File: src/sv/tdfi_pkg.sv
// Shared types, constants and index function for the trigram index
`default_nettype none
package tdfi_pkg;

  localparam int ALPHA        = 26;
  localparam int TRI_DEPTH    = ALPHA * ALPHA * ALPHA;
  localparam int ADDR_W       = $clog2(TRI_DEPTH);
  localparam int COUNT_BITS   = 20;
  localparam int WORD_ID_BITS = 20;
  localparam int LETTER_W     = 5;
  localparam int ACTION_W     = 2;
  localparam int OUT_W        = 20;

  localparam logic [ACTION_W-1:0] ACT_LETTER = 2'd0;
  localparam logic [ACTION_W-1:0] ACT_END    = 2'd1;
  localparam logic [ACTION_W-1:0] ACT_QUERY  = 2'd2;

  localparam logic [COUNT_BITS-1:0]   COUNT_MAX = '1;
  localparam logic [WORD_ID_BITS-1:0] ID_MAX    = '1;

  typedef struct packed {
    logic [ACTION_W-1:0] action;
    logic [LETTER_W-1:0] letter;
    logic [LETTER_W-1:0] query_first;
    logic [LETTER_W-1:0] query_second;
    logic [LETTER_W-1:0] query_third;
  } tdfi_in_t;

  typedef struct packed {
    logic [OUT_W-1:0] word_hits;
    logic [OUT_W-1:0] words_total;
    logic             capacity_exceeded;
  } tdfi_out_t;

  typedef struct packed {
    logic [WORD_ID_BITS-1:0] stamp;
    logic [COUNT_BITS-1:0]   count;
  } tdfi_entry_t;

  typedef struct packed {
    logic              we;
    logic [ADDR_W-1:0] waddr;
    tdfi_entry_t       wdata;
    logic              re;
    logic [ADDR_W-1:0] raddr;
  } tdfi_mem_req_t;

  function automatic logic [ADDR_W-1:0] tri_index(
    input logic [LETTER_W-1:0] a,
    input logic [LETTER_W-1:0] b,
    input logic [LETTER_W-1:0] c
  );
    logic [ADDR_W-1:0] ab;
    ab = ADDR_W'(a) * ADDR_W'(ALPHA) + ADDR_W'(b);
    return ab * ADDR_W'(ALPHA) + ADDR_W'(c);
  endfunction

endpackage
`default_nettype wire

File: src/sv/tdfi_ctrl.sv
// Sequencer: memory clear, letter read-modify-write, word close and query
`default_nettype none
module tdfi_ctrl (
  input  wire logic                    clk,
  input  wire logic                    rst_n,
  input  wire logic                    in_valid,
  input  wire tdfi_pkg::tdfi_in_t      in_data,
  output      logic                    in_stall,
  input  wire logic                    out_busy,
  output      logic                    res_load,
  output      tdfi_pkg::tdfi_out_t     res_data,
  output      tdfi_pkg::tdfi_mem_req_t mem_req,
  input  wire tdfi_pkg::tdfi_entry_t   mem_rdata
);

  localparam logic [1:0] ST_CLEAR = 2'd0;
  localparam logic [1:0] ST_IDLE  = 2'd1;
  localparam logic [1:0] ST_RMW   = 2'd2;
  localparam logic [1:0] ST_QRES  = 2'd3;

  logic [1:0]                       state_r, state_nxt;
  logic [tdfi_pkg::ADDR_W-1:0]      clr_addr_r, clr_addr_nxt;
  logic [tdfi_pkg::ADDR_W-1:0]      addr_r, addr_nxt;
  logic [tdfi_pkg::WORD_ID_BITS-1:0] word_id_r, word_id_nxt;
  logic [tdfi_pkg::LETTER_W-1:0]    older_r, older_nxt;
  logic [tdfi_pkg::LETTER_W-1:0]    newer_r, newer_nxt;
  logic [1:0]                       nlet_r, nlet_nxt;
  logic [tdfi_pkg::COUNT_BITS-1:0]  loaded_r, loaded_nxt;
  logic                             dropped_r, dropped_nxt;
  logic                             qok_r, qok_nxt;

  logic                        letter_ok;
  logic                        query_ok;
  logic [tdfi_pkg::ADDR_W-1:0] letter_idx;
  logic [tdfi_pkg::ADDR_W-1:0] query_idx;

  assign letter_ok  = in_data.letter < tdfi_pkg::LETTER_W'(tdfi_pkg::ALPHA);
  assign query_ok   = (in_data.query_first  < tdfi_pkg::LETTER_W'(tdfi_pkg::ALPHA)) &&
                      (in_data.query_second < tdfi_pkg::LETTER_W'(tdfi_pkg::ALPHA)) &&
                      (in_data.query_third  < tdfi_pkg::LETTER_W'(tdfi_pkg::ALPHA));
  assign letter_idx = tdfi_pkg::tri_index(older_r, newer_r, in_data.letter);
  assign query_idx  = tdfi_pkg::tri_index(in_data.query_first, in_data.query_second,
                                          in_data.query_third);

  assign in_stall = (state_r != ST_IDLE);

  always_comb begin
    state_nxt    = state_r;
    clr_addr_nxt = clr_addr_r;
    addr_nxt     = addr_r;
    word_id_nxt  = word_id_r;
    older_nxt    = older_r;
    newer_nxt    = newer_r;
    nlet_nxt     = nlet_r;
    loaded_nxt   = loaded_r;
    dropped_nxt  = dropped_r;
    qok_nxt      = qok_r;
    mem_req      = '0;
    res_load     = 1'b0;
    unique case (state_r)
      ST_CLEAR: begin
        mem_req.we    = 1'b1;
        mem_req.waddr = clr_addr_r;
        clr_addr_nxt  = clr_addr_r + 1'b1;
        if (clr_addr_r == tdfi_pkg::ADDR_W'(tdfi_pkg::TRI_DEPTH - 1)) begin
          state_nxt = ST_IDLE;
        end
      end
      ST_IDLE: begin
        if (in_valid) begin
          unique case (in_data.action)
            tdfi_pkg::ACT_LETTER: begin
              if (letter_ok) begin
                if ((nlet_r >= 2'd2) && (word_id_r != '0)) begin
                  mem_req.re    = 1'b1;
                  mem_req.raddr = letter_idx;
                  addr_nxt      = letter_idx;
                  state_nxt     = ST_RMW;
                end
                older_nxt = newer_r;
                newer_nxt = in_data.letter;
                if (nlet_r != 2'd3) begin
                  nlet_nxt = nlet_r + 2'd1;
                end
              end
            end
            tdfi_pkg::ACT_END: begin
              if (nlet_r == 2'd3) begin
                if (word_id_r == '0) begin
                  dropped_nxt = 1'b1;
                end else begin
                  if (loaded_r != tdfi_pkg::COUNT_MAX) begin
                    loaded_nxt = loaded_r + 1'b1;
                  end
                  word_id_nxt = (word_id_r == tdfi_pkg::ID_MAX) ? '0 : word_id_r + 1'b1;
                end
              end
              nlet_nxt  = 2'd0;
              older_nxt = '0;
              newer_nxt = '0;
            end
            tdfi_pkg::ACT_QUERY: begin
              qok_nxt       = query_ok;
              mem_req.re    = query_ok;
              mem_req.raddr = query_idx;
              state_nxt     = ST_QRES;
            end
            default: begin
            end
          endcase
        end
      end
      ST_RMW: begin
        if (mem_rdata.stamp != word_id_r) begin
          mem_req.we          = 1'b1;
          mem_req.waddr       = addr_r;
          mem_req.wdata.stamp = word_id_r;
          mem_req.wdata.count = (mem_rdata.count == tdfi_pkg::COUNT_MAX) ?
                                mem_rdata.count : mem_rdata.count + 1'b1;
        end
        state_nxt = ST_IDLE;
      end
      ST_QRES: begin
        if (!out_busy) begin
          res_load  = 1'b1;
          state_nxt = ST_IDLE;
        end
      end
      default: begin
        state_nxt = ST_IDLE;
      end
    endcase
  end

  always_comb begin
    res_data.word_hits         = qok_r ? tdfi_pkg::OUT_W'(mem_rdata.count) : '0;
    res_data.words_total       = tdfi_pkg::OUT_W'(loaded_r);
    res_data.capacity_exceeded = dropped_r;
  end

  always_ff @(posedge clk) begin
    if (!rst_n) begin
      state_r    <= ST_CLEAR;
      clr_addr_r <= '0;
      word_id_r  <= tdfi_pkg::WORD_ID_BITS'(1);
      older_r    <= '0;
      newer_r    <= '0;
      nlet_r     <= 2'd0;
      loaded_r   <= '0;
      dropped_r  <= 1'b0;
      qok_r      <= 1'b0;
    end else begin
      state_r    <= state_nxt;
      clr_addr_r <= clr_addr_nxt;
      word_id_r  <= word_id_nxt;
      older_r    <= older_nxt;
      newer_r    <= newer_nxt;
      nlet_r     <= nlet_nxt;
      loaded_r   <= loaded_nxt;
      dropped_r  <= dropped_nxt;
      qok_r      <= qok_nxt;
    end
  end

  always_ff @(posedge clk) begin
    addr_r <= addr_nxt;
  end

endmodule
`default_nettype wire

File: config.mk
export PLATFORM = sky130hd
export DESIGN_NAME = tdfi_ctrl
export DESIGN_NICKNAME = d
export VERILOG_FILES = /design/src/sv/tdfi_pkg.sv /design/src/sv/tdfi_ctrl.sv
export SDC_FILE = /design/constraint.sdc
export NUM_CORES = 1
export LEC_CHECK = 0
export ABC_AREA = 1
export BUFFER_PORTS_ARGS = -buffer_cell sky130_fd_sc_hd__buf_4
export CORE_MARGIN = 8
export CORE_UTILIZATION = 52
export CTS_BUF_LIST = sky130_fd_sc_hd__clkbuf_8 sky130_fd_sc_hd__clkbuf_16
export CTS_CLUSTER_SIZE = 28
export DETAILED_ROUTE_END_ITERATION = 16
export GPL_ROUTABILITY_DRIVEN = 1
export PLACE_DENSITY = 0.79
export REMOVE_ABC_BUFFERS = 1
export SLEW_MARGIN = 25
export SYNTH_ARGS = -nofsm -noshare
export SYNTH_HDL_FRONTEND = slang
export SYNTH_SLANG_ARGS = --single-unit
File: constraint.sdc
create_clock -name clk -period 5.34 [get_ports clk]
set_input_delay 0.534 -clock clk [delete_from_list [all_inputs] [get_ports clk]]
set_output_delay 0.534 -clock clk [all_outputs]
set_load 0.02 [all_outputs]
==> out/metrics.yaml <==
path_max_fanout: 3
dp.final_hpwl_um: 22600
setup_viol: 7
cts-buffers-inserted: 9
design.core.area_um2: 17800
slew_viol_final: 0
multiInputGateArea_um2: 7280
synth_edf_count: 15
fin_area_um2: 12700
root_buffer: "clkbuf_16"
max_freq_ghz: 0.178
cp_data_required_time_ns: 4.81
violations: "negative setup slack"
vias: 10400
final_common_cell: "nand2_1"
p_per_area_nw_per_um2: 353
drt-pass1-iter-count: 7
htree_levels: 3
ys.flop_type: "dfxtp_1"
synth_area_um2: 9420
antenna_found_initial: 0
cap_violations: 0
nets: 1891
fillers: 1448
fin_skew_ns: 0.0135
placement.io_buffers: 180
place_congestion: 0.951
async_flop_share_pct: 0
ys_types: 43
syn_inst: 1445
ys_warn_count: 0
insertion_delay_ns: 0.35
routedWlPerCell_um: 15.1
die_h_um: 151
hold_class: "in -> reg"
routed_wl_um: 29100
clock_sink_count: 86
p_leak_uw: 0.00610
postRouteAntennaNets: 0
drc: 0
yosysSeqAreaShare_pct: 19.9
area.sequential_um2: 1880
std_cell_rows: 49
critPathKind: "reg -> out"
clk_pin_slew_ns: 0.08
drive_gt1_share_pct: 26.8
post-route-period-util_pct: 105
initial_utilization_pct: 52.8
die-area_um2: 22700
drt_iter0_markers: 739
rsz0062_at_grt: "true"
place_area_um2: 11500
track_usage_pct: 25.4
grt_max_degree: 36
worst_slew_pin_slew_ns: 0.759
overflow: 0
diodes: 0
avgSynthCellArea_um2: 6.52
final_cell_mix: "308 x nand2_1, 272 x buf_4, 204 x inv_1, 127 x nor2_1, 98 x nand3_1"
arrival_ns: 5.08
cts.path.max_buffers: 2
fin_ws_ns: -0.273
end_kind: "primary output"
period_needed_ns: 5.61
ir_worst_vdd_mv: 0.410
hold_buffers: 0
synth_seq_cells: 86
critPathLaunchType: "register"
vias_per_cell: 5.36
io_pins: 181
tritoncts: "done"
holdWs_ns: 0.397
grt_pass1_wl_um: 47800
grt_pass1_vias: 10400
status: "complete, but fails checks"
relSlewSlack_pct: 49.4
syn_to_final_growth_pct: 34.8
hold_viol: 0
die_width_um: 151
repair_timing:
item                       4_1_cts  5_1_grt
gates resized for setup        142       12
setup endpoints to repair        7        8
cloned                           0        0
pin swaps                       78        6
setup buffers                   12        2
synthesized netlist by cell type, drive strengths merged (2+ instances only):
master | instances | area, um2
dfxtp | 71 | 1420
and2 | 2 | 12.5
ha | 100 | 1250
nand4 | 36 | 225
o21bai | 5 | 37.5
inv | 232 | 871
a21oi | 112 | 572
or2 | 9 | 56.3
edfxtp | 15 | 450
xor2 | 49 | 429
a31oi | 2 | 12.5
fa | 24 | 480
nor4 | 16 | 121
nor2 | 151 | 584
a211oi | 3 | 22.5
nand2 | 330 | 1250
o21a | 2 | 15.0
o211ai | 3 | 22.5
o21ai | 57 | 285
nand3b | 7 | 52.6
nand3 | 107 | 536
xnor2 | 28 | 245
nor3b | 7 | 57.6
nor3 | 41 | 225
buf | 13 | 85.1
clkbuf | 19 | 71.3
through the flow:
step	setup TNS, ns	setup slack, ns	std cells	util [%]	total power [uW]
2_1_floorplan	-0.112	-0.0994	1413	-	2160
3_3_place_gp	-1.33	-0.461	1905	64.6	3230
3_5_place_dp	-1.96	-0.616	1905	64.6	3280
4_1_cts	-0.281	-0.0872	1933	70.8	4410
5_1_grt	-2.84	-0.476	1935	71.2	4860
6_report	-1.47	-0.273	1935	71.2	4480
worst max-delay path: stages (launching register included):
cell and delay [ns]:
dfxtp_4 0.37, ha_4 0.27, fa_2 0.48, fa_2 0.47, xor2_4 0.23, buf_6 0.13
xor2_1 0.19, inv_2 0.09, ha_1 0.28, inv_1 0.05, fa_1 0.49, inv_2 0.04
ha_4 0.29, nand2_4 0.06, nor2_1 0.14, nand2_1 0.12, nand2_1 0.10, nand2_1 0.06
nand2_1 0.07, nand2_2 0.08, nor2_4 0.13, nand2_1 0.06, nand2_1 0.08, nand3_1 0.11
a21oi_4 0.19, buf_6 0.15
report_power, final:
part | internal [uW] | total (uW) | switching, uW
clock network | 328 | 618 | 290
logic | 1560 | 3200 | 1640
registers | 659 | 661 | 2.23
cells by family after synthesis:
kind of cell / Yosys count / synth area share (%)
buf+inv: 265 / 10.9
simple gates: 706 / 33.1
flops: 86 / 19.9
xor+xnor: 77 / 7.16
fa+ha+maj: 124 / 18.4
compound gates: 187 / 10.6
final timing paths:
path              slack, ns                endpoint                     from  depth (start not counted)
setup / recovery      -0.27             mem_req[14]  older_r[1]$_SDFFE_PN0P_                         25
hold / removal         0.40     addr_r[0]$_DFFE_PP_              in_data[15]                          1
hold reg to reg        0.48  dropped_r$_SDFFE_PN0P_   dropped_r$_SDFFE_PN0P_                          1
setup reg to reg       0.58    addr_r[13]$_DFFE_PP_  older_r[1]$_SDFFE_PN0P_                         24
flip-flops by register name, indices dropped and copies added (netlist names):
register	flops
state_r	2
qok_r	1
older_r	5
word_id_r	20
loaded_r	20
dropped_r	1
clr_addr_r	15
nlet_r	2
newer_r	5
addr_r	15
final cells by class:
class	count	area share, %
clock buffer	9	1.77
inverter	233	6.89
multi-input combinational	1094	57.3
timing repair buffer	277	16.5
clock inverter	7	0.493
sequential	86	14.8
tap	229	2.26
metal layers:
metal	up-vias	wire, um	GRT usage (%)
met4	0	850	10.9
met2	361	14700	47.1
met3	64	2080	3.97
li1	5201	-	-
met1	4743	11500	28.1
met5	-	0	0
Power figures use the tool's default switching activity.
